==> src/sv/partition_pair_score_scheduler_assert.svh <==
// ---------------------------------------------------------------------------
// Assertion macros for the partition pair score scheduler
// Concurrent checks sampled on the rising clock edge, off during reset.
// ---------------------------------------------------------------------------
`ifndef PARTITION_PAIR_SCORE_SCHEDULER_ASSERT_SVH
`define PARTITION_PAIR_SCORE_SCHEDULER_ASSERT_SVH

// Same-cycle implication
`define PPS_ASSERT_NOW(lbl, clk, rst_n, ante, cons) \
	lbl: assert property (@(posedge clk) disable iff (!(rst_n)) (ante) |-> (cons)) \
		else $error("pps: same-cycle check failed");

// Next-cycle implication
`define PPS_ASSERT_NEXT(lbl, clk, rst_n, ante, cons) \
	lbl: assert property (@(posedge clk) disable iff (!(rst_n)) (ante) |=> (cons)) \
		else $error("pps: next-cycle check failed");

`endif

==> src/sv/pps_ram.sv <==
// ---------------------------------------------------------------------------
// pps_ram
// Simple dual-port synchronous RAM, one write and one registered read port.
// ---------------------------------------------------------------------------
module pps_ram #(
	parameter int WIDTH  = 8,
	parameter int ADDR_W = 4
) (
	input  logic              clk,
	input  logic              we,
	input  logic [ADDR_W-1:0] waddr,
	input  logic [WIDTH-1:0]  wdata,
	input  logic [ADDR_W-1:0] raddr,
	output logic [WIDTH-1:0]  rdata
);
	localparam int DEPTH = 1 << ADDR_W;

	logic [WIDTH-1:0] mem_q [DEPTH];
	logic [WIDTH-1:0] rdata_q;

	// Write port
	always_ff @(posedge clk) begin
		if (we) begin
			mem_q[waddr] <= wdata;
		end
	end

	// Registered read port
	always_ff @(posedge clk) begin
		rdata_q <= mem_q[raddr];
	end

	assign rdata = rdata_q;
endmodule

==> config.mk <==
export PLATFORM = sky130hd
export DESIGN_NAME = pps_ram
export DESIGN_NICKNAME = d
export VERILOG_FILES = /design/src/sv/partition_pair_score_scheduler_assert.svh /design/src/sv/pps_ram.sv
export SDC_FILE = /design/constraint.sdc
export NUM_CORES = 1
export LEC_CHECK = 0
export BUFFER_PORTS_ARGS = -buffer_cell sky130_fd_sc_hd__buf_2
export CAP_MARGIN = 20
export CORE_ASPECT_RATIO = 0.5
export CORE_MARGIN = 4
export CORE_UTILIZATION = 47
export CTS_CLUSTER_DIAMETER = 30
export DETAILED_ROUTE_END_ITERATION = 10
export GPL_TIMING_DRIVEN = 0
export SYNTH_ARGS = -nofsm -noshare
export SYNTH_HDL_FRONTEND = slang
export SYNTH_SLANG_ARGS = --single-unit
==> constraint.sdc <==
create_clock -name clk -period 2.9 [get_ports clk]
set_clock_uncertainty 0.1 [all_clocks]
set_input_delay 0.58 -clock clk [delete_from_list [all_inputs] [get_ports clk]]
set_output_delay 0.58 -clock clk [all_outputs]
set_load 0.05 [all_outputs]
Yosys cells after proc, flatten, opt, wreduce, memory -nomap -nowiden
Memory sizes are Yosys's and may differ from the RTL's. A register that Yosys moved wholly into a read port is not among the register bits.
Index checks and enable logic that the tools add are counted.
{ "totals": {"reg_bits": 0, "elab_cells": 3, "n_memories": 1, "out_inout_bits": 8, "ram_bits": 128} }
{ "op_classes": {"mux": 2} }
{ "memory_table": {"columns": ["name", "depth", "width", "rd", "rd_ports_with_merged_regs", "write_ports", "line", "text"], "rows": [
  ["mem_q", 16, 8, 1, 1, 1, "pps_ram.sv:18", "logic [WIDTH-1:0] mem_q [DEPTH];"]
]} }
{ "ops": {"columns": ["operator", "count"], "rows": [
  ["two-way mux 1 bit", 2]
]} }

Depth between registers and ports, before layout
Gate-level depths: netlist of the first run.
{ "logic_depth": {"ltp_word": 2, "ltp_mapped": 5, "mapped_depth_nobuf": 3} }

Worst setup path after synthesis of the first run
No wires, ideal clock.
{ "synth_path": {"kind": "input to register", "startpoint": "in waddr[2]", "endpoint": "mem mem_q[0][0], enable pin", "n_path_buf": 0, "arrival_time_ps": 1690, "required_ps": 2417, "path_stages": 2, "slack_ps": 727, "setup_ps": 383, "cell_sequence": "or3b_2 nor3_1"} }
{ "synth_lines": {"columns": ["element", "line", "text"], "rows": [
  ["start: declaration", "pps_ram.sv:11", "input logic [ADDR_W-1:0] waddr,"],
  ["end: declaration", "pps_ram.sv:18", null]
]} }
Straight into the memory's write port.

Worst setup path in the final report of the first run
{ "layout_path": {"startpoint": "in waddr[2]", "endpoint": "mem mem_q[0][6], enable pin"} }
Straight into the memory's write port.

==> results of run 1 <==
[worst reg2reg max path, cell delays in order, from the launching register on]
cell	delay (ns)
edfxtp_1	0.36
mux4_1	0.53
a22oi_1	0.47
nand2_1	0.16
[layout by cell type, fill, tap and decap left out, drive strengths merged]
cell type      Yosys  layout
edfxtp           128     128
buf                7      35
mux4              32      32
clkbuf             0      20
a22oi             16      16
nor2              13      13
nand2              9       9
clkinv             0       9
dfxtp              8       8
nor3               4       4
clkdlybuf4s25      3       3
nand3b             2       2
nand2b             2       2
clkinvlp           0       2
nor2b              1       1
and2               1       1
and2b              1       1
nand3              1       1
or3b               1       1
bufinv             0       1
[metrics by stage]
stage          instances  hold WS (ns)  cell area (µm²)  total power [µW]  setup slack [ns]
2_1_floorplan        229        0.5293             5147              2405            0.7271
3_3_place_gp         393        0.5672             5443              2498            0.2002
3_5_place_dp         397        0.5729             5468              2507            0.4276
4_1_cts              429        0.4528             5989              4408            0.8657
5_1_grt              429        0.4553             5989              4523            0.8669
6_report             429        0.4674             5989              4375            0.9044
[area by class of cell]
class,count,area [µm²],share of cell area (%)
clock inverter,12,85.08,1.421
sequential,136,4004,66.85
multi-input combinational,83,1057,17.65
clock buffer,20,436.7,7.291
tap,140,175.2,2.925
buffer,10,86.33,1.441
timing repair buffer,28,145.1,2.423
[state kept, by name (all words and copies together) (netlist names)]
name,cells
mem_q,128
rdata,8
[metal layers]
metal  vias to the layer above  part of all wire (%)  global-route usage [%]
li1                       1070                     -                       -
met1                      1280                    43                   24.20
met2                        78                    49                   27.98
met3                         6                   7.8                   5.947
met4                         0                  0.83                   6.812
met5                         -                     0                       0
[worst min path at each step]
stage	endpoint	from
final	mem_q[7][6]$_DFFE_PP_	wdata[6]
after detailed placement	rdata[5]$_DFF_P_	mem_q[14][5]$_DFFE_PP_
after global placement	rdata[6]$_DFF_P_	mem_q[12][6]$_DFFE_PP_
after CTS	mem_q[15][6]$_DFFE_PP_	wdata[6]
after global routing	mem_q[6][6]$_DFFE_PP_	wdata[6]
after floorplan	rdata[0]$_DFF_P_	mem_q[7][0]$_DFFE_PP_
[report_power, final]
part	switching [µW]	leakage (µW)	internal, µW	total [µW]
registers	10.3	0.00122	2200	2210
clock network	754	0.000253	1160	1910
logic	168	0.000537	88.0	256
[kinds of logic after synthesis]
| family | Yosys count | share of synthesized area (%) |
|---|---|---|
| AO/OA/AOI/OAI | 16 | 2.334 |
| flip-flops | 136 | 77.78 |
| buffers and inverters | 10 | 1.677 |
| multiplexers | 32 | 15.02 |
| AND/OR/NAND/NOR | 35 | 3.184 |
==> impl_metrics.yaml, run 1 <==
floorplan:
  core_area_mm2: 0.01044
  die_h_um: 82
  row_count: 26
  dieArea_mm2: 0.01279
  die_w_um: 156
  design.portCount: 26
  start_util_pct: 49.29
setup_path:
  cpLargestDelayFamily: "simple AND/OR/NAND/NOR gates"
  worstPathArrival_ns: 2.02
  ff2ff_setup_slack_ns: 1.14
  reg2reg_depth: 3
  cp.depth: 4
  crit_path_start: "waddr[2]"
  critPathSlowestCell: "or3b_2"
  critPathKind: "input pin to register"
  worstReg2RegEnd: "rdata[3]$_DFF_P_"
  endpoint_kind: "register"
  max_stage_delay_ns: 0.52
  worstPathMaxFanout: 5
  start_kind: "input pin"
  crit_end: "mem_q[0][6]$_DFFE_PP_"
  critPathRequiredTime_ns: 2.92
  critPathBufInv: 2
  reg2reg_from: "mem_q[9][3]$_DFFE_PP_"
  cp_cell_sequence: "buf_2, or3b_2, nor3_1, buf_4"
synth:
  synth_edf_count: 128
  ys_top_cells_by_area: "edfxtp_1 75%, mux4_2 7.9%, mux4_1 7.1%"
  async_flop_share_pct: 0
  synth_common_cells: "128 x edfxtp_1, 18 x mux4_2, 16 x a22oi_1"
  yosysTopAreaCellShare_pct: 74.67
  synth_warnings: 0
  syn_area_per_cell_um2: 22.48
  syn_inst: 229
  syn_area_mm2: 0.005147
  synth.most_common_cell: "edfxtp_1"
  synth_nets: 247
  ys_ff_latch: 136
  synth_cell_types: 19
  ys_seq_area_share_pct: 77.78
  yosys.area.top_type: "edfxtp_1"
  ys.flop_type: "edfxtp_1"
global_routing:
  grt_pass1_vias: 2592
  grt_max_degree: 17
  track_usage_pct: 18.05
  grt_pass1_wl_um: 15720
  grt_remaining_overflow: 0
  antenna_found_initial: 0
timing:
  finalHoldViolCount: 0
  finalSetupViolCount: 0
  grt_setup_unrepaired: "no"
  drv_slew: 0
  final.setup.tns_ns: 0
  period_share_pct: 68.81
  slew_headroom_pct: 43.32
  tightest_slew_ns: 0.8471
  layout_min_cycle_time_ns: 1.996
  fmax_mhz: 501.1
power_and_ir_drop:
  ir_drop_mv: 0.4138
  power_density_mw_per_mm2: 730.4
  p_leak_uw: 0.002014
clock_network:
  numCtsBuffers: 17
  tritoncts: "built"
  cts_setup_buffers: 0
  post_cts_resized: 0
  htreeDepth: 4
  clk_path_buf_depth: 2
  cts.sinks: 136
  clk_pin_slew_ns: 0.05
  hold_buffers: 0
  clockRootBuffer: "clkbuf_16"
  clock_latency_ns: 0.41
min_path:
  holdPathStages: 1
  worst_hold_path_type: "input pin to register"
route:
  wl_per_cell_um: 24.14
  route.detailed.drc: 0
  drt-vias-per-instance: 5.674
  dr_total_vias: 2434
  drtAntennaViolNets: 0
  dr.pass1.iters: 4
  drt-total-wl_um: 10350
  drt_iter0_drc: 158
cells_and_area:
  fin_nets: 294
  n_fill_cell: 748
  syn2layout_area_growth_pct: 16.36
  layout-drive-gt1-share_pct: 28.37
  antennaDiodeCount: 0
  final_core_util_pct: 57.36
status:
  status: "finished, final reports clean"
placement:
  dp_hpwl_um: 6748
  gp_routability_congestion: 0.7786
  io_buffer_count: 24
job:
  max_cap_viol_count: 0
No activity file was read; power rests on OpenSTA's default activity.
==> run 2: changes to the inputs <==
--- a/config.mk
+++ b/config.mk
@@ -13,6 +13,7 @@
 export CTS_CLUSTER_DIAMETER = 30
 export DETAILED_ROUTE_END_ITERATION = 10
 export GPL_TIMING_DRIVEN = 0
+export PLACE_DENSITY = 0.66
 export SYNTH_ARGS = -nofsm -noshare
 export SYNTH_HDL_FRONTEND = slang
 export SYNTH_SLANG_ARGS = --single-unit
==> constraint.sdc (replaced) <==
create_clock -name clk -period 1.8 [get_ports clk]
set_clock_uncertainty 0.1 [all_clocks]
set_input_delay 0.36 -clock clk [delete_from_list [all_inputs] [get_ports clk]]
set_output_delay 0.36 -clock clk [all_outputs]
set_load 0.05 [all_outputs]
==> run 2 against run 1 <==
  * Cell area up 0.27%
  * Wire length shrank 3.4%
  * Final cell count down 0.23%
  * Power increased by 62%
  * Combinational power up 60%
  * Global-route usage is 1.1 points lower
  * Core utilization up 0.16 points
  * Sequential share of layout area is 0.18 points lower
  * Non-clock buffer count is 1 lower
  * Sequential power up 61%
  * Clock power up 63%
  * Critical endpoint is now mem_q[1][0]$_DFFE_PP_
  * Highest routed layer unchanged
==> impl_metrics.yaml, run 2 (same netlist as run 1, synthesis figures left out) <==
route:
  dr_total_vias: 2409
  route.detailed.drc: 0
  dr.pass1.iters: 4
  drt_iter0_drc: 200
  wl_per_cell_um: 23.38
  drtAntennaViolNets: 0
  drt-total-wl_um: 10010
  drt-vias-per-instance: 5.629
power_and_ir_drop:
  p_leak_uw: 0.002018
  ir_drop_mv: 0.7741
  power_density_mw_per_mm2: 1179
cells_and_area:
  largest-register: "mem_q"
  antennaDiodeCount: 0
  n_fill_cell: 740
  largest_reg_flops: 128
  instances_no_fill: 428
  fin_nets: 293
  syn2layout_area_growth_pct: 16.67
  layout-drive-gt1-share_pct: 29.51
  mostFrequentLayoutCells: "128 x edfxtp_1, 28 x buf_2, 18 x mux4_2, 17 x clkbuf_16, 16 x a22oi_1"
  layout_commonest_cell: "edfxtp_1"
  final_area_mm2: 0.006006
global_routing:
  grt_pass1_vias: 2397
  grt_remaining_overflow: 0
  grt_max_degree: 17
  track_usage_pct: 16.93
  grt_pass1_wl_um: 14680
  antenna_found_initial: 0
setup_path:
  critPathKind: "input pin to register"
  reg2reg_depth: 3
  endpoint_kind: "register"
  ff2ff_setup_slack_ns: 0.18
  start_kind: "input pin"
  reg2reg_from: "mem_q[0][7]$_DFFE_PP_"
  crit_path_start: "waddr[2]"
  worstPathArrival_ns: 1.63
  worstPathMaxFanout: 8
  critPathRequiredTime_ns: 1.74
  worstReg2RegEnd: "rdata[7]$_DFF_P_"
placement:
  dp_cells: 396
  io_buffer_count: 24
  dp_hpwl_um: 6423
  placed_area_mm2: 0.005468
  gp_routability_congestion: 0.8047
min_path:
  holdPathStages: 1
  min_to: "mem_q[14][5]$_DFFE_PP_"
  min-delay-start: "wdata[5]"
  worst_hold_path_type: "input pin to register"
floorplan:
  die_h_um: 82
  design.portCount: 26
  start_util_pct: 49.29
  dieArea_mm2: 0.01279
  row_count: 26
  core_area_mm2: 0.01044
  die_w_um: 156
timing:
  period_share_pct: 93.79
  slew_headroom_pct: 45.30
  fmax_mhz: 592.4
  final.setup.tns_ns: 0
  finalHoldViolCount: 0
  grt_setup_unrepaired: "no"
  layout_min_cycle_time_ns: 1.688
  drv_slew: 0
  tightest_slew_ns: 0.8175
  finalSetupViolCount: 0
clock_network:
  hold_buffers: 0
  clock_latency_ns: 0.41
  clk_pin_slew_ns: 0.06
  clk_path_buf_depth: 2
  htreeDepth: 4
  clockRootBuffer: "clkbuf_16"
  tritoncts: "built"
  post_cts_resized: 0
  cts_setup_buffers: 0
  cts.sinks: 136
  numCtsBuffers: 17
job:
  max_cap_viol_count: 0
status:
  status: "finished, final reports clean"
[run 2: cell types whose count changed in the layout (fill, tap and decap cells not counted), sizes merged]
cell	previous run	this run
clkinv	9	7
clkbuf	20	22
buf	35	34
[run 2: where the power goes]
part / leakage, µW / total [µW] / internal, µW / switching, µW
clock network: 0.000261 / 3110 / 1910 / 1200
registers: 0.00122 / 3560 / 3540 / 16.3
logic: 0.000534 / 410 / 142 / 269
total: 0.00202 / 7080 / 5600 / 1480
[run 2: routing by layer]
metal	part of all wire, %	track usage (%)	up-vias
met1	43	22.34	1249
li1	-	-	1068
met4	1.8	6.987	0
met3	8.4	5.474	15
met5	0	0	-
met2	47	26.48	77
[run 2: worst max path at each step]
stage,to,cells past startpoint
2_1_floorplan,mem_q[3][0]$_DFFE_PP_,2
3_3_place_gp,mem_q[4][3]$_DFFE_PP_,3
3_5_place_dp,mem_q[0][3]$_DFFE_PP_,3
4_1_cts,mem_q[0][0]$_DFFE_PP_,3
5_1_grt,mem_q[1][0]$_DFFE_PP_,3
6_report,mem_q[1][0]$_DFFE_PP_,3
[run 2: final cells by class]
class / count / area (µm²) / area share (%)
Buffer: 10 / 86.33 / 1.438
Clock buffer: 22 / 454.2 / 7.563
Clock inverter: 10 / 78.83 / 1.312
Multi-Input combinational cell: 83 / 1067 / 17.77
Sequential cell: 136 / 4004 / 66.67
Tap cell: 140 / 175.2 / 2.917
Timing Repair Buffer: 27 / 140.1 / 2.333
[run 2: critical path, stage by stage]
cell	delay, ns
buf_2	0.12
or3b_2	0.52
nor2_1	0.62
[run 2: per-stage QoR]
stage	worst slack (ns)	util (%)	hold slack, ns	power (µW)
detailed placement	-0.3305	52.36	0.5570	4037
CTS	0.07727	57.46	0.2254	7122
global placement	-0.3933	52.17	0.5552	4022
global route	0.01192	57.51	0.2394	7269
floorplan	0.07385	-	0.3589	3876
finish	0.1118	57.51	0.2376	7080
