**config.mk**
```make
export PLATFORM = sky130hd
export DESIGN_NAME = pps_engine_flat
export DESIGN_NICKNAME = d
export VERILOG_FILES = /design/src/sv/pps_pkg.sv /design/src/sv/pps_if.sv /design/src/sv/pps_engine.sv /design/src/flat_wrapper.sv
export VERILOG_INCLUDE_DIRS = /design/src /design/src/sv
export SDC_FILE = /design/constraint.sdc
export NUM_CORES = 1
export LEC_CHECK = 0
export BUFFER_PORTS_ARGS = -buffer_cell sky130_fd_sc_hd__buf_4
export CAP_MARGIN = 20
export CORE_MARGIN = 8
export CORE_UTILIZATION = 60
export CTS_BUF_LIST = sky130_fd_sc_hd__clkbuf_2 sky130_fd_sc_hd__clkbuf_4 sky130_fd_sc_hd__clkbuf_8
export DETAILED_ROUTE_END_ITERATION = 16
export MAX_ROUTING_LAYER = met4
export PLACE_DENSITY_LB_ADDON = 0.1
export SYNTH_ARGS = -nofsm -noshare
export SYNTH_HDL_FRONTEND = slang
export SYNTH_SLANG_ARGS = --single-unit
```
**constraint.sdc**
```tcl
create_clock -name clk -period 11.3 [get_ports clk]
set_clock_uncertainty 0.1 [all_clocks]
set_input_delay 2.26 -clock clk [delete_from_list [all_inputs] [get_ports clk]]
set_output_delay 2.26 -clock clk [all_outputs]
set_load 0.02 [all_outputs]
```
**src/sv/partition_pair_score_scheduler_assert.svh**
```systemverilog
// ---------------------------------------------------------------------------
// Assertion macros for the partition pair score scheduler
// Concurrent checks sampled on the rising clock edge, off during reset.
// ---------------------------------------------------------------------------
`ifndef PARTITION_PAIR_SCORE_SCHEDULER_ASSERT_SVH
`define PARTITION_PAIR_SCORE_SCHEDULER_ASSERT_SVH

// Same-cycle implication
`define PPS_ASSERT_NOW(lbl, clk, rst_n, ante, cons) \
	lbl: assert property (@(posedge clk) disable iff (!(rst_n)) (ante) |-> (cons)) \
		else $error("pps: same-cycle check failed");

// Next-cycle implication
`define PPS_ASSERT_NEXT(lbl, clk, rst_n, ante, cons) \
	lbl: assert property (@(posedge clk) disable iff (!(rst_n)) (ante) |=> (cons)) \
		else $error("pps: next-cycle check failed");

`endif

```
**src/sv/pps_pkg.sv**
```systemverilog
// ---------------------------------------------------------------------------
// pps_pkg
// Widths, codes and shared types of the partition pair score scheduler.
// ---------------------------------------------------------------------------
package pps_pkg;

	// Table geometry
	localparam int MAX_PARTITIONS = 32;
	localparam int IDX_W          = 5;
	localparam int CNT_W          = $clog2(MAX_PARTITIONS + 1);
	localparam int ADDR_W         = 2 * IDX_W;

	// Field widths
	localparam int CMD_W   = 3;
	localparam int CFG_W   = 6;
	localparam int SCORE_W = 24;
	localparam int SUM_W   = SCORE_W + 1;

	// Q8.16 constants
	localparam logic signed [SCORE_W-1:0] SCORE_ONE  = 24'sd65536;
	localparam logic signed [SCORE_W-1:0] SCORE_ZERO = 24'sd0;

	typedef enum logic [CMD_W-1:0] {
		CMD_WR_SCORE = 3'd0,
		CMD_WR_PEND  = 3'd1,
		CMD_ADJ_PAIR = 3'd2,
		CMD_ADJ_ROW  = 3'd3,
		CMD_SELECT   = 3'd4,
		CMD_COPY     = 3'd5,
		CMD_READ     = 3'd6
	} cmd_t;

	typedef enum logic [1:0] {
		CLS_ZERO = 2'd0,
		CLS_POS  = 2'd1,
		CLS_NEG  = 2'd2
	} pend_class_t;

	// Memory requests from the sequencer; both tables share the read address
	typedef struct packed {
		logic                       score_we;
		logic [ADDR_W-1:0]          score_waddr;
		logic signed [SCORE_W-1:0]  score_wdata;
		logic                       pend_we;
		logic [ADDR_W-1:0]          pend_waddr;
		pend_class_t                pend_wdata;
		logic [ADDR_W-1:0]          raddr;
	} mem_req_t;

	typedef struct packed {
		logic signed [SCORE_W-1:0]  score_rdata;
		pend_class_t                pend_rdata;
	} mem_rsp_t;

	typedef struct packed {
		logic signed [SCORE_W-1:0]  score_out;
		logic                       pair_found;
		logic [IDX_W-1:0]           pair_first;
		logic [IDX_W-1:0]           pair_second;
	} result_t;

endpackage

```
**src/sv/pps_if.sv**
```systemverilog
// ---------------------------------------------------------------------------
// pps_in_if / pps_out_if
// Valid/ready channels carrying command items and result items.
// ---------------------------------------------------------------------------
interface pps_in_if;
	import pps_pkg::*;

	logic                       valid;
	logic                       ready;
	logic [CMD_W-1:0]           command;
	logic [IDX_W-1:0]           first_index;
	logic [IDX_W-1:0]           second_index;
	logic signed [SCORE_W-1:0]  value;

	modport source (
		output valid, command, first_index, second_index, value,
		input  ready
	);
	modport sink (
		input  valid, command, first_index, second_index, value,
		output ready
	);
endinterface


```
**src/sv/pps_engine.sv**
```systemverilog
// ---------------------------------------------------------------------------
// pps_engine
// Command sequencer: read-modify-write over the score and pending tables,
// row walks for adjust and copy, and the pair scan for select.
// ---------------------------------------------------------------------------
`include "partition_pair_score_scheduler_assert.svh"

module pps_engine (
	input  logic                     clk,
	input  logic                     arst_n,
	pps_in_if.sink                   in_ch,
	input  logic [pps_pkg::CNT_W-1:0] bound,
	output pps_pkg::mem_req_t        mem_req,
	input  pps_pkg::mem_rsp_t        mem_rsp,
	output logic                     rsp_valid,
	input  logic                     rsp_ready,
	output pps_pkg::result_t         rsp
);
	import pps_pkg::*;

	typedef enum logic [8:0] {
		S_CLEAR  = 9'b0_0000_0001,
		S_IDLE   = 9'b0_0000_0010,
		S_RD_ISS = 9'b0_0000_0100,
		S_RD_CAP = 9'b0_0000_1000,
		S_PR_RD  = 9'b0_0001_0000,
		S_PR_WR  = 9'b0_0010_0000,
		S_ROW    = 9'b0_0100_0000,
		S_SEL    = 9'b0_1000_0000,
		S_RESP   = 9'b1_0000_0000
	} state_t;

	state_t                     state_q;
	logic [ADDR_W-1:0]          clr_q;
	cmd_t                       cmd_q;
	logic [IDX_W-1:0]           p_q;
	logic [IDX_W-1:0]           q_q;
	logic                       second_q;
	logic [CNT_W-1:0]           col_q;
	logic [CNT_W-1:0]           i_q;
	logic [CNT_W-1:0]           j_q;
	logic                       phase_q;
	logic signed [SCORE_W-1:0]  score_a_q;
	pend_class_t                pend_a_q;
	logic signed [SUM_W-1:0]    best_q;
	logic [IDX_W-1:0]           best_first_q;
	logic [IDX_W-1:0]           best_second_q;
	result_t                    rsp_q;

	// Read tags, aligned with the RAM output
	logic                       rd_vld_s1;
	logic                       rd_ph_s1;
	logic [IDX_W-1:0]           rd_i_s1;
	logic [IDX_W-1:0]           rd_j_s1;
	logic [IDX_W-1:0]           rd_col_s1;

	logic                       accept;
	cmd_t                       in_cmd;
	pend_class_t                in_class;
	logic [ADDR_W-1:0]          pr_addr;
	logic [ADDR_W-1:0]          sel_addr;
	logic [IDX_W-1:0]           dest_row;
	logic                       row_issue;
	logic                       sel_issue;
	logic signed [SCORE_W-1:0]  rd_score;
	pend_class_t                rd_pend;
	logic signed [SCORE_W-1:0]  pair_new;
	logic signed [SCORE_W-1:0]  row_new;
	logic signed [SUM_W-1:0]    sel_sum;
	logic                       sel_take;
	logic [CNT_W-1:0]           j_next;

	assign in_ch.ready = (state_q == S_IDLE);
	assign accept      = in_ch.valid && in_ch.ready;
	assign in_cmd      = cmd_t'(in_ch.command);

	assign rd_score = mem_rsp.score_rdata;
	assign rd_pend  = mem_rsp.pend_rdata;

	assign pr_addr   = second_q ? {q_q, p_q} : {p_q, q_q};
	assign sel_addr  = phase_q ? {j_q[IDX_W-1:0], i_q[IDX_W-1:0]}
	                           : {i_q[IDX_W-1:0], j_q[IDX_W-1:0]};
	assign dest_row  = (cmd_q == CMD_COPY) ? q_q : p_q;
	assign row_issue = (state_q == S_ROW) && (col_q < bound);
	assign sel_issue = (state_q == S_SEL) && (j_q < bound);
	assign j_next    = j_q + CNT_W'(1);

	// Keep only the sign class of a pending value
	always_comb begin
		if (in_ch.value > SCORE_ZERO) begin
			in_class = CLS_POS;
		end else if (in_ch.value < SCORE_ZERO) begin
			in_class = CLS_NEG;
		end else begin
			in_class = CLS_ZERO;
		end
	end

	// Pair adjust rule for one entry
	always_comb begin
		pair_new = rd_score;
		if (rd_pend == CLS_POS && rd_score < SCORE_ONE) begin
			pair_new = rd_score + SCORE_ONE;
		end else if (rd_pend == CLS_ZERO && rd_score > SCORE_ONE) begin
			pair_new = rd_score - SCORE_ONE;
		end
	end

	// Row adjust rule for one entry
	always_comb begin
		row_new = rd_score;
		if (rd_score > SCORE_ZERO && rd_score < SCORE_ONE) begin
			row_new = rd_score + SCORE_ONE;
		end else if (rd_score > SCORE_ONE) begin
			row_new = rd_score - SCORE_ONE;
		end
	end

	// Mirrored sum against the running best
	assign sel_sum  = SUM_W'(score_a_q) + SUM_W'(rd_score);
	assign sel_take = (state_q == S_SEL) && rd_vld_s1 && rd_ph_s1
		&& !(pend_a_q == CLS_ZERO && rd_pend == CLS_ZERO)
		&& (sel_sum > best_q);

	// Memory port steering
	always_comb begin
		mem_req = '0;
		if (state_q == S_CLEAR) begin
			mem_req.pend_we    = 1'b1;
			mem_req.pend_waddr = clr_q;
			mem_req.pend_wdata = CLS_ZERO;
		end
		if (accept && in_cmd == CMD_WR_PEND) begin
			mem_req.pend_we    = 1'b1;
			mem_req.pend_waddr = {in_ch.first_index, in_ch.second_index};
			mem_req.pend_wdata = in_class;
		end
		if (accept && in_cmd == CMD_WR_SCORE) begin
			mem_req.score_we    = 1'b1;
			mem_req.score_waddr = {in_ch.first_index, in_ch.second_index};
			mem_req.score_wdata = in_ch.value;
		end
		if (state_q == S_PR_WR) begin
			mem_req.score_we    = 1'b1;
			mem_req.score_waddr = pr_addr;
			mem_req.score_wdata = pair_new;
		end
		if (state_q == S_ROW && rd_vld_s1) begin
			mem_req.score_we    = 1'b1;
			mem_req.score_waddr = {dest_row, rd_col_s1};
			mem_req.score_wdata = (cmd_q == CMD_COPY) ? rd_score : row_new;
		end
		unique case (state_q)
			S_RD_ISS: mem_req.raddr = {p_q, q_q};
			S_PR_RD:  mem_req.raddr = pr_addr;
			S_ROW:    mem_req.raddr = {p_q, col_q[IDX_W-1:0]};
			S_SEL:    mem_req.raddr = sel_addr;
			default:  mem_req.raddr = '0;
		endcase
	end

	assign rsp_valid = (state_q == S_RESP);
	assign rsp       = rsp_q;

	// Control: sequencer state, clearing pass, read tags
	always_ff @(posedge clk or negedge arst_n) begin
		if (!arst_n) begin
			state_q   <= S_CLEAR;
			clr_q     <= '0;
			rd_vld_s1 <= 1'b0;
		end else begin
			rd_vld_s1 <= row_issue || sel_issue;
			unique case (state_q)
				S_CLEAR: begin
					clr_q <= clr_q + ADDR_W'(1);
					if (&clr_q) begin
						state_q <= S_IDLE;
					end
				end
				S_IDLE: begin
					if (accept) begin
						unique case (in_cmd)
							CMD_READ:             state_q <= S_RD_ISS;
							CMD_ADJ_PAIR:         state_q <= S_PR_RD;
							CMD_ADJ_ROW, CMD_COPY: state_q <= S_ROW;
							CMD_SELECT:           state_q <= S_SEL;
							default:              state_q <= S_RESP;
						endcase
					end
				end
				S_RD_ISS: state_q <= S_RD_CAP;
				S_RD_CAP: state_q <= S_RESP;
				S_PR_RD:  state_q <= S_PR_WR;
				S_PR_WR: begin
					state_q <= second_q ? S_RESP : S_PR_RD;
				end
				S_ROW: begin
					if (!row_issue && !rd_vld_s1) begin
						state_q <= S_RESP;
					end
				end
				S_SEL: begin
					if (!sel_issue && !rd_vld_s1) begin
						state_q <= S_RESP;
					end
				end
				S_RESP: begin
					if (rsp_ready) begin
						state_q <= S_IDLE;
					end
				end
				default: state_q <= S_IDLE;
			endcase
		end
	end

	// Datapath: command capture, walk counters, scan best, result
	always_ff @(posedge clk) begin
		rd_ph_s1  <= phase_q;
		rd_i_s1   <= i_q[IDX_W-1:0];
		rd_j_s1   <= j_q[IDX_W-1:0];
		rd_col_s1 <= col_q[IDX_W-1:0];

		if (accept) begin
			cmd_q         <= in_cmd;
			p_q           <= in_ch.first_index;
			q_q           <= in_ch.second_index;
			second_q      <= 1'b0;
			col_q         <= '0;
			i_q           <= '0;
			j_q           <= CNT_W'(1);
			phase_q       <= 1'b0;
			best_q        <= '0;
			best_first_q  <= '0;
			best_second_q <= '0;
			rsp_q         <= '0;
		end

		// Second entry of a pair adjust
		if (state_q == S_PR_WR) begin
			second_q <= 1'b1;
		end

		// Read result
		if (state_q == S_RD_CAP) begin
			rsp_q.score_out <= rd_score;
		end

		// Advance the row walk
		if (row_issue) begin
			col_q <= col_q + CNT_W'(1);
		end

		// Advance the pair scan: two reads per pair, then the next j or row
		if (sel_issue) begin
			phase_q <= !phase_q;
			if (phase_q) begin
				if (j_next < bound) begin
					j_q <= j_next;
				end else begin
					i_q <= i_q + CNT_W'(1);
					j_q <= i_q + CNT_W'(2);
				end
			end
		end

		// Hold the first half of a pair
		if (state_q == S_SEL && rd_vld_s1 && !rd_ph_s1) begin
			score_a_q <= rd_score;
			pend_a_q  <= rd_pend;
		end

		// Keep the first strictly greatest sum
		if (sel_take) begin
			best_q        <= sel_sum;
			best_first_q  <= rd_i_s1;
			best_second_q <= rd_j_s1;
		end

		// Finish select
		if (state_q == S_SEL && !sel_issue && !rd_vld_s1) begin
			rsp_q.pair_found  <= !best_q[SUM_W-1] && (best_q != '0);
			rsp_q.pair_first  <= best_first_q;
			rsp_q.pair_second <= best_second_q;
		end
	end

	`PPS_ASSERT_NOW(a_idle_no_write, clk, arst_n, state_q == S_IDLE && !accept, !mem_req.score_we && !mem_req.pend_we)
	`PPS_ASSERT_NOW(a_sel_read_only, clk, arst_n, state_q == S_SEL, !mem_req.score_we && !mem_req.pend_we)
	`PPS_ASSERT_NOW(a_row_in_bound, clk, arst_n, state_q == S_ROW, col_q <= bound)
	`PPS_ASSERT_NEXT(a_accept_leaves_idle, clk, arst_n, accept, state_q != S_IDLE)
endmodule

```
**src/flat_wrapper.sv**
```systemverilog
// flat-port wrapper written by rule: the top's interface ports become plain ports
module pps_engine_flat import pps_pkg::*;
  (clk, arst_n, bound, mem_req, mem_rsp, rsp_valid, rsp_ready, rsp, in_ch_valid, in_ch_command, in_ch_first_index, in_ch_second_index, in_ch_value, in_ch_ready);
  pps_in_if in_ch_i ();
  input  logic clk;
  input  logic arst_n;
  input  logic [pps_pkg::CNT_W-1:0] bound;
  output pps_pkg::mem_req_t mem_req;
  input  pps_pkg::mem_rsp_t mem_rsp;
  output logic rsp_valid;
  input  logic rsp_ready;
  output pps_pkg::result_t rsp;
  input wire logic [$bits(in_ch_i.valid)-1:0] in_ch_valid;
  input wire logic [$bits(in_ch_i.command)-1:0] in_ch_command;
  input wire logic [$bits(in_ch_i.first_index)-1:0] in_ch_first_index;
  input wire logic [$bits(in_ch_i.second_index)-1:0] in_ch_second_index;
  input wire logic [$bits(in_ch_i.value)-1:0] in_ch_value;
  output wire logic [$bits(in_ch_i.ready)-1:0] in_ch_ready;
  assign in_ch_i.valid = in_ch_valid;
  assign in_ch_i.command = in_ch_command;
  assign in_ch_i.first_index = in_ch_first_index;
  assign in_ch_i.second_index = in_ch_second_index;
  assign in_ch_i.value = in_ch_value;
  assign in_ch_ready = in_ch_i.ready;
  pps_engine u_core (.clk(clk), .arst_n(arst_n), .in_ch(in_ch_i), .bound(bound), .mem_req(mem_req), .mem_rsp(mem_rsp), .rsp_valid(rsp_valid), .rsp_ready(rsp_ready), .rsp(rsp));
endmodule
```
Word level (Yosys, flattened, before mapping)

Index checks and enable logic that the tools add are counted.

Reduce and logical (&&, ||, !) cells: 40
Eq/ne operators: 22
$add $sub $neg: 8
Multiplexer cells: 44
Order comparisons: 9

Operators with widths:

| operator               | count |
|---|---|
| $mux 24                | 6 |
| $mux 35                | 4 |
| $pmux 9 s9             | 1 |
| $mux 6                 | 10 |
| $mux 9                 | 6 |
| $mux 25                | 2 |
| $gt 24x1->1 const B    | 2 |
| $pmux 10 s4            | 1 |
| $pmux 9 s4             | 1 |
| $mux 13                | 2 |
| $add 24x24->25         | 1 |
| $gt 25x25->1           | 1 |
| $reduce_bool 25->1     | 1 |
| $add 24x18->24 const B | 1 |
| $gt 24x18->1 const B   | 1 |
| $lt 24x1->1 const B    | 1 |
| $lt 24x18->1 const B   | 1 |
| $sub 24x18->24 const B | 1 |
| $logic_and 1x1->1      | 20 |
| $mux 10                | 2 |
| $mux 5                 | 4 |
| $add 6x1->6 const B    | 3 |
| $lt 6x6->1             | 3 |
| $eq 3x3->1 const B     | 4 |
| 27 further kinds       | 44 |

Word-level logic and storage cells: 147
Output and inout port bits: 95
Register bits: 165
Bits of input ports: 73

Depth between registers and ports, before layout

Gate-level depths: netlist (run 1).

Word-level depth: 6
Depth in mapped cells: 22
Depth with buffers taken out: 20

Worst setup path before layout (run 1)

OpenSTA, ideal clock, no wires.

Path kind: input port to flip-flop
Start: in mem_rsp[11] in the netlist's numbering
End: reg u_core.best_first_q[0], enable pin
Path buffers: 3
Arrival time: 6.597 ns
Setup slack: 4.211 ns
Required time: 10.807 ns
Stages: 21
Library setup time: 0.393 ns
Path through: ha_1 -> clkbuf_1 -> a21oi_1 -> nand2b_1 -> nor3b_1 -> nand2_1 -> a21o_1 -> a21o_1 -> xnor2_1 -> inv_1 -> ha_1 -> nand4_1 -> nor2_1 -> and3_1 -> o2111ai_1 -> o211ai_1 -> a31oi_1 -> or4b_1 -> buf_6 -> buf_12 -> nand2_1

Longest elaborated chain between the ends: 4

RTL lines:

| element                      | line              | text |
|---|---|---|
| start, declared              | flat_wrapper.sv:9 | `input pps_pkg::mem_rsp_t mem_rsp;` |
| $add 24x24->25               | pps_engine.sv:120 | `assign sel_sum = SUM_W'(score_a_q) + SUM_W'(rd_score);` |
| named net u_core.sel_sum[16] | pps_engine.sv:69  | `logic signed [SUM_W-1:0] sel_sum;` |
| $gt 25x25->1                 | pps_engine.sv:123 | `&& (sel_sum > best_q);` |
| $logic_and 1x1->1            | pps_engine.sv:123 |  |
| $reduce_bool 2->1 (no line)  | --                |  |
| end signal, assigned         | pps_engine.sv:276 | `best_first_q <= rd_i_s1;` |
| end, declared                | pps_engine.sv:46  | `logic [IDX_W-1:0] best_first_q;` |

The timed path passes the listed nets, and every way through them passes these cells.
A chain may end at the register's enable or synchronous reset.

Worst setup path after layout (run 1)

Start: in mem_rsp[11] in the netlist's numbering
End: reg u_core.best_q[10], enable pin

Longest elaborated chain between the ends: 4

RTL lines:

| element                      | line              | text |
|---|---|---|
| $add 24x24->25               | pps_engine.sv:120 |  |
| named net u_core.sel_sum[16] | pps_engine.sv:69  |  |
| $gt 25x25->1                 | pps_engine.sv:123 |  |
| $logic_and 1x1->1            | pps_engine.sv:123 |  |
| $reduce_bool 2->1 (no line)  | --                |  |
| end signal, assigned         | pps_engine.sv:275 | `best_q <= sel_sum;` |
| end, declared                | pps_engine.sv:45  | `logic signed [SUM_W-1:0] best_q;` |

The timed path passes the listed nets, and every way through them passes these cells.

==> summary.md, run 1 <==
| Metric | Value |
|---|---|
| CP cell instances | `buf_4 > ha_1 > a21oi_1 > nand2b_1 > nor3b_1 > nand2_1 > a21o_1 > a21o_1 > xnor2_1 > inv_1 > ha_1 > a2111oi_2 > o221ai_1 > and3_1 > o311ai_1 > o211ai_1 > a31oi_1 > or4b_4 > nand2_1 > buf_4` |
| Min Tclk post-route | `between 7000 and 8000 ps` |
| Via density | `a little under 6` |
| Number of synthesized register bits | `approximately 170` |
| Req. time, crit path | `around 11000 ps` |
| Post-CTS resize count | `0` |
| Vias in the first global route | `8111` |
| Tightest Pin Transition | `between 1000 and 1500 ps` |
| Total gr overflow | `0` |
| Post-synth EDFFs | `approximately 120` |
| First-pass GRT wire length | `43300 µm` |
| Drt initial violations | `roughly 730` |
| Wirelength per Cell | `between 15 and 20 µm` |
| First-pass iteration count of the detailed router | `6` |
| Most common flop cell mapped by yosys | `edfxtp_1` |
| CP Class | `in2reg` |
| Slowest CP cell | `or4b_4` |
| Yosys top cell by area | `edfxtp_1` |
| # port buffers | `between 150 and 200` |
| GRT met2 Usage | `a little under two fifths` |
| Routability Congestion | `0.917` |
| Pin count of the biggest net entering global routing | `37` |
| Period utilization | `62.8%` |
| Mapped Avg Cell Area | `between 10 and 15 µm²` |
| # fillers | `~1300` |
| Post-Synth Adder-Cell Area | `~9%` |
| Met1 usage | `around 35%` |
| Max-cap violations | `0` |
| Clk root buf | `clkbuf_8` |
| Synth Net Count | `1126` |
| CP endpoint | `u_core.best_q[10]$_SDFFCE_PN0P_` |
| Final ANT Viol Nets | `0` |
| Final setup fails | `0` |
| Compound-Gate Fraction of Synth Area | `approximately 16%` |
| Die Span X | `roughly 150 µm` |
| Synth unique cells | `86` |
| CP arrival | `slightly above 7000 ps` |
| Cell with the most instances after synthesis | `edfxtp_1` |
| Worst min-delay path class | `reg2reg` |
| Die ar. | `~21000 µm²` |
| Post-synth top area share | `34.1%` |
| Leakage | `just over 5 nW` |
| RSZ-0062 raised after global routing | `false` |
| Critical Path Max Stage Delay | `800 ps` |
| CP endpoint kind | `flip-flop` |
| Hpwl dp | `roughly 21000 µm` |
| Relative slew slack | `~29%` |
| Max Root-Sink Buffers | `2` |
| Rows | `between 40 and 50` |
| Met3 Usage GRT | `under 10%` |
| Hold bufs inserted after CTS | `0` |
| CTS Buf Count | `17` |
| GRT busiest layer | `met2` |
| Instance count on the critical path | `20` |
| FF-to-FF setup slack | `~5800 ps` |
| Pwr per Cell Area | `roughly 160 nW/µm²` |
| Post-Synthesis Cells | `980` |
| Die height | `146 µm` |
| Ys Warns | `0` |
| Core area | `16600 µm²` |
| CTS tree | `done` |
| Critical Path Start Type | `input port` |
| Worst path bufs/invs | `3` |
| Routed via count | `8163` |
| Worst Setup SP | `mem_rsp[11]` |
| Area of the mapped netlist | `10200 µm²` |
| Worst VDD drop | `around 0.11 mV` |
| R2R cell count | `19` |
| Total GRT Usage | `between 20% and 30%` |
| FFs w/ async S/R, synth | `12.1%` |
| Clock net sink count | `165` |
| Reg clk slew, reported paths | `approximately 90 ps` |
| Initial antenna violation count | `1` |
| Synth area leaders | `edfxtp_1 34%, ha_1 8.8%, dfxtp_1 5.7%, dfrtp_1 4.7%, nor2_4 3.3%` |
| Status | `finished clean` |
| H-tree levels | `4` |
| Max Slew Vio Count | `0` |
| Final Hold Fails | `0` |
| Simple-gate area share of the yosys netlist | `about a fifth` |
| Initial Util | `around three fifths` |
| Nets | `~1300` |
| Post-Synth XOR/XNOR Area | `under 10%` |
| Post-CTS setup buffer count | `0` |
| Layout cell share with drive strength beyond 1 | `a little under a quarter` |
| Critical Path Fanout Max | `36` |
| Cell family with most CP delay | `compound AO/OA/AOI/OAI gates` |
| Top cells by count, synth | `116 x edfxtp_1, 82 x inv_1, 72 x ha_1` |
| Area grow syn2layout | `17.6%` |
| Fmax | `between 100 and 150 MHz` |
| Main combinational cell family by area after synthesis | `simple AND/OR/NAND/NOR gates` |
| Multiplexer area fraction after synthesis | `2.19%` |
| FF-to-FF End | `u_core.best_q[10]$_SDFFCE_PN0P_` |
| DRC | `0` |
| Worst r2r src | `u_core.score_a_q[9]$_DFFE_PP_` |
| Util after Layout | `between 70% and 80%` |
| Worst-Skew Late Latency | `about 470 ps` |
| Total Wirelength | `27300 µm` |
| Post-synthesis sequential area ratio | `approximately 45%` |
| Ports | `168` |
| Setup_tns | `0 ps` |
==> per-layer routing <==
layer  wire length, µm  vias up
li1                  -     3931
met1             12700     3847
met2             12000      356
met3              2220       29
met4               332        0
met5                 0        -
==> area by class of cell <==
cell class                 instances  area, µm²  area share, %
clock inverter                    13        168           1.40
timing repair buffer             170       1280           10.6
inverter                          83        312           2.59
sequential                       165       4570           38.0
clock buffer                      19        249           2.07
tap                              220        275           2.29
multi-input combinational        700       5160           43.0
antenna                            1       2.50         0.0208
==> cells in the final DEF, fill, tap and decap left out, types with 5 or more instances in the layout <==
master	n
buf_4	170
edfxtp_1	116
inv_1	82
ha_1	72
nor2_1	65
nand2_1	63
a21oi_1	42
and2_1	34
o21ai_0	34
nor2_4	30
nand3_1	29
dfxtp_1	29
a22o_1	26
xnor2_1	25
xor2_1	21
a21o_1	20
mux2i_1	19
dfrtp_1	19
nand4_1	18
nor4_1	17
clkbuf_8	17
and3_1	12
a31oi_1	12
nor3_1	11
a221o_1	10
nand2b_1	10
nor2b_1	8
a221oi_1	7
o211ai_1	7
o21a_1	7
or2_2	6
a22oi_1	5
==> through the flow <==
step                instances  hold slack, ps  cell area, µm²  power (mW)  worst slack, ps
finish                   1371             390           12000        1.94             4200
global placement         1338             363           11600        1.49             3890
global route             1371             400           12000        2.03             3810
detailed placement       1338             370           11600        1.50             3750
CTS                      1370             382           12000        1.94             4240
floorplan                 980             229           10200        1.26             4210
==> power breakdown <==
group	total (mW)	switching [mW]	internal, mW
Combinational	0.619	0.390	0.229
Clock	0.452	0.242	0.210
Sequential	0.870	0.0755	0.795
==> sequential cells by signal, summed over array words and instances, names as in the netlist, 6 cells and up <==
name	cells
u_core.score_a_q	24
u_core.best_q	25
u_core.rsp	35
u_core.clr_q	10
u_core.col_q	6
u_core.state_q	9
u_core.i_q	6
u_core.j_q	6
==> cell families after synthesis <==
| kind of cell | Yosys count |
|---|---|
| AND/OR/NAND/NOR | 338 |
| AO/OA/AOI/OAI | 221 |
| flip-flops | 165 |
| buffers and inverters | 115 |
| adder cells (fa/ha/maj) | 73 |
| XOR/XNOR | 46 |
| multiplexers | 22 |
==> worst min path at each step <==
stage	cells after the start	end	startpoint
5_1_grt	0	u_core.rd_j_s1[4]$_DFF_P_	u_core.j_q[4]$_DFF_P_
3_5_place_dp	0	u_core.rd_j_s1[4]$_DFF_P_	u_core.j_q[4]$_DFF_P_
6_report	0	u_core.rd_j_s1[4]$_DFF_P_	u_core.j_q[4]$_DFF_P_
2_1_floorplan	0	u_core.rd_i_s1[3]$_DFF_P_	u_core.i_q[3]$_DFF_P_
4_1_cts	0	u_core.rd_j_s1[4]$_DFF_P_	u_core.j_q[4]$_DFF_P_
3_3_place_gp	0	u_core.rd_j_s1[4]$_DFF_P_	u_core.j_q[4]$_DFF_P_
No activity file was read; power rests on OpenSTA's default activity.
==> run 2: changes to the inputs <==
--- a/config.mk
+++ b/config.mk
@@ -9,7 +9,7 @@
 export BUFFER_PORTS_ARGS = -buffer_cell sky130_fd_sc_hd__buf_4
 export CAP_MARGIN = 20
 export CORE_MARGIN = 8
-export CORE_UTILIZATION = 60
+export CORE_UTILIZATION = 53
 export CTS_BUF_LIST = sky130_fd_sc_hd__clkbuf_2 sky130_fd_sc_hd__clkbuf_4 sky130_fd_sc_hd__clkbuf_8
 export DETAILED_ROUTE_END_ITERATION = 16
 export MAX_ROUTING_LAYER = met4
==> constraint.sdc (replaced) <==
create_clock -name clk -period 5.7 [get_ports clk]
set_clock_uncertainty 0.1 [all_clocks]
set_input_delay 1.14 -clock clk [delete_from_list [all_inputs] [get_ports clk]]
set_output_delay 1.14 -clock clk [all_outputs]
set_load 0.02 [all_outputs]
==> run 2 against run 1 <==
  * Clock power up 99%
  * Largest power group unchanged
  * Highest routed layer unchanged
  * Utilization fell by 7.3 points
  * Total power rose by 100%
  * Clock-buffer cell count unchanged
  * Register-to-register slack got worse by 4900 ps
==> summary.md, run 2 (synthesis gave the netlist of run 1 again) <==
| Metric | Value |
|---|---|
| Status | `finished clean` |
| Final Hold Fails | `0 (unchanged)` |
| Commonest non-fill, non-tap cell in the layout | `buf_4` |
| Initial antenna violation count | `0 (-1)` |
| Ant diodes | `0 (-1)` |
| Req. time, crit path | `5770 ps (-5610 ps)` |
| Nets | `1297 (+1.1%)` |
| Critical Path Start Type | `input port` |
| CP arrival | `5280 ps (-1900 ps)` |
| Most frequent cells in the layout | `180 x buf_4, 116 x edfxtp_1, 82 x inv_1` |
| Multi-input logic area | `5160 µm² (about the same)` |
| Sw Pwr | `1.40 mW (+98%)` |
| Max Root-Sink Buffers | `2 (unchanged)` |
| Fmax | `~190 MHz` |
| Die ar. | `24000 µm² (+12%)` |
| Sequential power share | `44.3% (-0.5 points)` |
| Total GRT Usage | `23.4% (-2.6 points)` |
| Worst-Skew Late Latency | `460 ps (about the same)` |
| Total Wirelength | `27200 µm (-0.15%)` |
| Relative slew slack | `30.5% (+1.5 points)` |
| Min Tclk post-route | `between 5000 and 6000 ps` |
| Critical Path Fanout Max | `21 (-42%)` |
| First-pass iteration count of the detailed router | `6 (unchanged)` |
| Ports | `168 (unchanged)` |
| Wirelength per Cell | `19.1 µm (-3.9%)` |
| CP Class | `in2reg` |
| Rows | `50 (+6.4%)` |
| Post-CTS resize count | `0 (unchanged)` |
| Top Layer Used | `met4` |
| Core area | `18800 µm² (+13%)` |
| Period utilization | `91.5%` |
| CTS Buf Count | `17 (unchanged)` |
| Die height | `155 µm (+5.7%)` |
| Final setup fails | `0 (unchanged)` |
| Clock net sink count | `165 (unchanged)` |
| Tightest Pin Transition | `1040 ps (-16.3 ps)` |
| Hold bufs inserted after CTS | `0 (unchanged)` |
| Worst VDD drop | `0.167 mV (+50%)` |
| Combinational power share | `32.5% (+0.6 points)` |
| DRC | `0 (unchanged)` |
| Setup_tns | `0 ps (unchanged)` |
| Clk root buf | `clkbuf_8` |
| Vias in the first global route | `8277 (+2.0%)` |
| CTS tree | `done` |
| RSZ-0062 raised after global routing | `false` |
| Seq. cell area | `4570 µm² (unchanged)` |
| Slack of the critical path | `483 ps (-3720 ps)` |
| Clk pwr share | `23.2% (about the same)` |
| Pint | `2.48 mW (+100%)` |
| Via density | `5.83 (-2.1%)` |
| CP endpoint kind | `flip-flop` |
| First-pass GRT wire length | `43500 µm (+0.41%)` |
| Layout cell share with drive strength beyond 1 | `24.1% (+1.0 points)` |
| Met2 Routed Length | `12300 µm (+2.7%)` |
| Die Span X | `155 µm (+5.7%)` |
| Pin count of the biggest net entering global routing | `36 (-2.7%)` |
| Final ANT Viol Nets | `0 (unchanged)` |
| Routability Congestion | `0.895 (-2.4%)` |
| Switching share of power | `36.1% (-0.36 points)` |
| Met1 wire length | `12400 µm (-2.2%)` |
| Max Slew Vio Count | `0 (unchanged)` |
| Leakage | `5.21 nW (+1.6%)` |
| # fillers | `1555 (+20%)` |
| Routed via count | `8301 (+1.7%)` |
| Post-CTS setup buffer count | `0 (unchanged)` |
| Max reg flops | `35 (unchanged)` |
| Initial Util | `54.2% (-7.1 points)` |
| Worst slack at placement | `29.3 ps (-3720 ps)` |
| # port buffers | `167 (unchanged)` |
| Hpwl dp | `20900 µm (+0.27%)` |
| Pwr per Cell Area | `318 nW/µm² (+97%)` |
| Worst min-delay path class | `reg2reg` |
| Total gr overflow | `0 (unchanged)` |
| Met3 Wirelength | `2090 µm (-6.0%)` |
| Reg clk slew, reported paths | `90 ps (about the same)` |
| Area grow syn2layout | `19.5%` |
| Drt initial violations | `768 (+4.6%)` |
| H-tree levels | `4 (unchanged)` |
| Max-cap violations | `0 (unchanged)` |
[run 2: cell types whose count changed in the layout (fill, tap and decap cells not counted), sizes merged]
cell / before / now
buf: 170 / 183
diode: 1 / 0
clkbuf: 19 / 20
[run 2: worst paths after layout]
path,start,to,slack [ps],cells after the start
worst max-delay path,mem_rsp[12],u_core.best_q[4]$_SDFFCE_PN0P_,480,19
worst min-delay path,u_core.i_q[4]$_DFF_P_,u_core.rd_i_s1[4]$_DFF_P_,370,0
worst max register to register,u_core.score_a_q[10]$_DFFE_PP_,u_core.best_q[4]$_SDFFCE_PN0P_,900,18
worst min register to register,u_core.i_q[4]$_DFF_P_,u_core.rd_i_s1[4]$_DFF_P_,370,0
max in group asynchronous,arst_n,u_core.state_q[0]$_DFFE_PN1P_,4780,1
min in group asynchronous,arst_n,u_core.clr_q[1]$_DFFE_PN0N_,440,1
[run 2: power by group through the flow]
stage	combinational, mW	sequential [mW]	clock, mW
floorplan	0.715	1.78	0
global placement	1.25	1.74	0
detailed placement	1.26	1.74	0
CTS	1.27	1.72	0.913
global route	1.38	1.74	0.962
finish	1.26	1.72	0.898
[run 2: cell type report]
cell class | count | area share, %
clock buffer | 19 | 2.09
clock inverter | 13 | 1.36
inverter | 83 | 2.55
multi-input combinational | 700 | 42.3
sequential | 165 | 37.4
tap | 260 | 2.67
timing repair buffer | 184 | 11.6
[run 2: through the flow]
step	instance area, µm²	std cells	utilization [%]	total power, mW	hold WS [ps]
finish	12200	1424	64.8	3.88	373
global route	12200	1424	64.8	4.09	387
CTS	12200	1423	64.8	3.90	373
detailed placement	11800	1391	62.5	3.00	361
global placement	11800	1391	62.5	2.98	362
floorplan	10200	980	-	2.49	229
[run 2: layer usage]
metal  track usage [%]  vias up
met5                 -        -
met3              5.57       36
met4              6.44        0
met1              31.0     3999
li1                  -     3947
met2              35.3      319
[run 2: critical path, cell delays in order]
cell       delay (ps)
buf_4             130
ha_1              410
and4_1            280
nand3_1           110
or3_1             350
o22ai_1           260
o2111ai_1         200
a21oi_1           270
nor2b_1            80
ha_1              300
nand4_1            90
nor2_1            160
and3_1            180
o2111ai_1         110
o211ai_1          170
a31oi_1           130
or4b_4            580
nand2_2           150
buf_12            180
==> run 3: changes to the inputs <==
--- a/config.mk
+++ b/config.mk
@@ -12,7 +12,6 @@
 export CORE_UTILIZATION = 53
 export CTS_BUF_LIST = sky130_fd_sc_hd__clkbuf_2 sky130_fd_sc_hd__clkbuf_4 sky130_fd_sc_hd__clkbuf_8
 export DETAILED_ROUTE_END_ITERATION = 16
-export MAX_ROUTING_LAYER = met4
 export PLACE_DENSITY_LB_ADDON = 0.1
 export SYNTH_ARGS = -nofsm -noshare
 export SYNTH_HDL_FRONTEND = slang
==> run 3 against run 2 <==
  * Final area did not move
  * Flip-flop and latch count did not move
  * Global-route usage fell by 0.64 points
  * Die area did not move
  * Register-to-register slack barely moved
  * Total power barely moved
==> summary.md, run 3 (synthesis gave the netlist of run 1 again) <==
| Metric | Value |
|---|---|
| Core area | `18800 µm² (unchanged)` |
| Clk root buf | `clkbuf_8` |
| Max reg flops | `35 (unchanged)` |
| Max-cap violations | `0 (unchanged)` |
| Final Hold Fails | `0 (unchanged)` |
| Initial Util | `54.2% (unchanged)` |
| Max Root-Sink Buffers | `2 (unchanged)` |
| Ports | `168 (unchanged)` |
| Max Slew Vio Count | `0 (unchanged)` |
| Total Wirelength | `27200 µm (-0.18%)` |
| Req. time, crit path | `5770 ps (about the same)` |
| Commonest non-fill, non-tap cell in the layout | `buf_4` |
| CP Class | `in2reg` |
| Seq. cell area | `4570 µm² (unchanged)` |
| Ant diodes | `0 (unchanged)` |
| Layout cell share with drive strength beyond 1 | `24.1% (unchanged)` |
| Area grow syn2layout | `19.5% (unchanged)` |
| H-tree levels | `4 (unchanged)` |
| Pin count of the biggest net entering global routing | `36 (unchanged)` |
| Hpwl dp | `20900 µm (unchanged)` |
| Post-CTS setup buffer count | `0 (unchanged)` |
| Final setup fails | `0 (unchanged)` |
| Relative slew slack | `29.6% (-0.95 points)` |
| Worst r2r src | `u_core.score_a_q[10]$_DFFE_PP_` |
| Worst-Skew Late Latency | `460 ps (about the same)` |
| CTS Buf Count | `17 (unchanged)` |
| Via density | `5.84 (+0.20%)` |
| Final ANT Viol Nets | `0 (unchanged)` |
| DRC | `0 (unchanged)` |
| Slack of the critical path | `477 ps (-6.54 ps)` |
| Clock net sink count | `165 (unchanged)` |
| Die ar. | `24000 µm² (unchanged)` |
| Vias in the first global route | `8258 (-0.23%)` |
| RSZ-0062 raised after global routing | `false` |
| Total gr overflow | `0 (unchanged)` |
| Min Tclk post-route | `5220 ps (+6.54 ps)` |
| Nets | `1297 (unchanged)` |
| HP Start | `u_core.i_q[4]$_DFF_P_` |
| Worst Setup SP | `mem_rsp[12]` |
| CP endpoint kind | `flip-flop` |
| CP arrival | `5290 ps (about the same)` |
| Post-CTS resize count | `0 (unchanged)` |
| Critical Path Start Type | `input port` |
| Reg clk slew, reported paths | `90 ps (about the same)` |
| Worst VDD drop | `0.166 mV (-0.47%)` |
| Multi-input logic area | `5160 µm² (unchanged)` |
| Initial antenna violation count | `0 (unchanged)` |
| Drt initial violations | `777 (+1.2%)` |
| Setup_tns | `0 ps (unchanged)` |
| Tightest Pin Transition | `1050 ps (+14.2 ps)` |
| Rows | `50 (unchanged)` |
| Most frequent cells in the layout | `180 x buf_4, 116 x edfxtp_1, 82 x inv_1` |
| First-pass GRT wire length | `43600 µm (+0.19%)` |
| Hold bufs inserted after CTS | `0 (unchanged)` |
| Fmax | `191 MHz (-0.12%)` |
| Leakage | `5.21 nW (unchanged)` |
| Worst min-delay path class | `reg2reg` |
| Pwr per Cell Area | `318 nW/µm² (about the same)` |
| Routability Congestion | `0.880 (-1.6%)` |
| Worst slack at placement | `29.3 ps (unchanged)` |
| CTS tree | `done` |
| # fillers | `1555 (unchanged)` |
| Critical Path Fanout Max | `21 (unchanged)` |
| Die Span X | `155 µm (unchanged)` |
| # port buffers | `167 (unchanged)` |
| Status | `finished clean` |
| Wirelength per Cell | `19.1 µm (-0.18%)` |
| Period utilization | `91.6% (+0.11 points)` |
| Die height | `155 µm (unchanged)` |
| First-pass iteration count of the detailed router | `5 (-1)` |
| Total GRT Usage | `22.8% (-0.64 points)` |
| Routed via count | `8318 (+0.20%)` |
## run 3: where the power goes
group	internal, mW	total, mW	switching, mW
registers	1.57	1.72	0.145
clock network	0.423	0.897	0.475
logic	0.482	1.26	0.780
## run 3: final cells by class
class / instances / area share, %
clock buffers: 19 / 2.09
clock inverters: 13 / 1.36
inverters: 83 / 2.55
multi-input cells: 700 / 42.3
flip-flops and latches: 165 / 37.4
well taps: 260 / 2.67
repair buffers: 184 / 11.6
## run 3: worst paths after layout
kind                                                  endpoint  slack (ps)  cells past startpoint
worst max-delay path            u_core.best_q[6]$_SDFFCE_PN0P_         480                     19
worst min-delay path                 u_core.rd_i_s1[4]$_DFF_P_         370                      0
worst max register to register  u_core.best_q[6]$_SDFFCE_PN0P_         900                     18
worst min register to register       u_core.rd_i_s1[4]$_DFF_P_         370                      0
max in group asynchronous        u_core.state_q[0]$_DFFE_PN1P_        4790                      1
min in group asynchronous          u_core.clr_q[0]$_DFFE_PN0N_         440                      1
## run 3: worst max-delay path: stages
cell and delay [ps]:
buf_4 130, ha_1 410, and4_1 280, nand3_1 110, or3_1 350, o22ai_1 270, o2111ai_1 200, a21oi_1 270
nor2b_1 80, ha_1 300, nand4_1 90, nor2_1 170, and3_1 180, o2111ai_1 110, o211ai_1 170, a31oi_1 130
or4b_4 580, nand2_2 150, buf_12 180
## run 3: stage by stage
step	std cells	util, %	total power, mW	cell area, µm²	hold slack (ps)
after floorplan	980	-	2.49	10200	229
after detailed placement	1391	62.5	3.00	11800	361
after global routing	1424	64.8	4.09	12200	388
final	1424	64.8	3.88	12200	373
after global placement	1391	62.5	2.98	11800	362
after CTS	1423	64.8	3.90	12200	373
## run 3: routing by layer
layer / GRT usage (%) / vias up / wire, µm
li1: - / 3953 / -
met3: 6.38 / 39 / 2320
met4: 6.67 / 0 / 421
met5: 0 / - / 0
met1: 30.6 / 3994 / 12200
met2: 35.1 / 332 / 12200
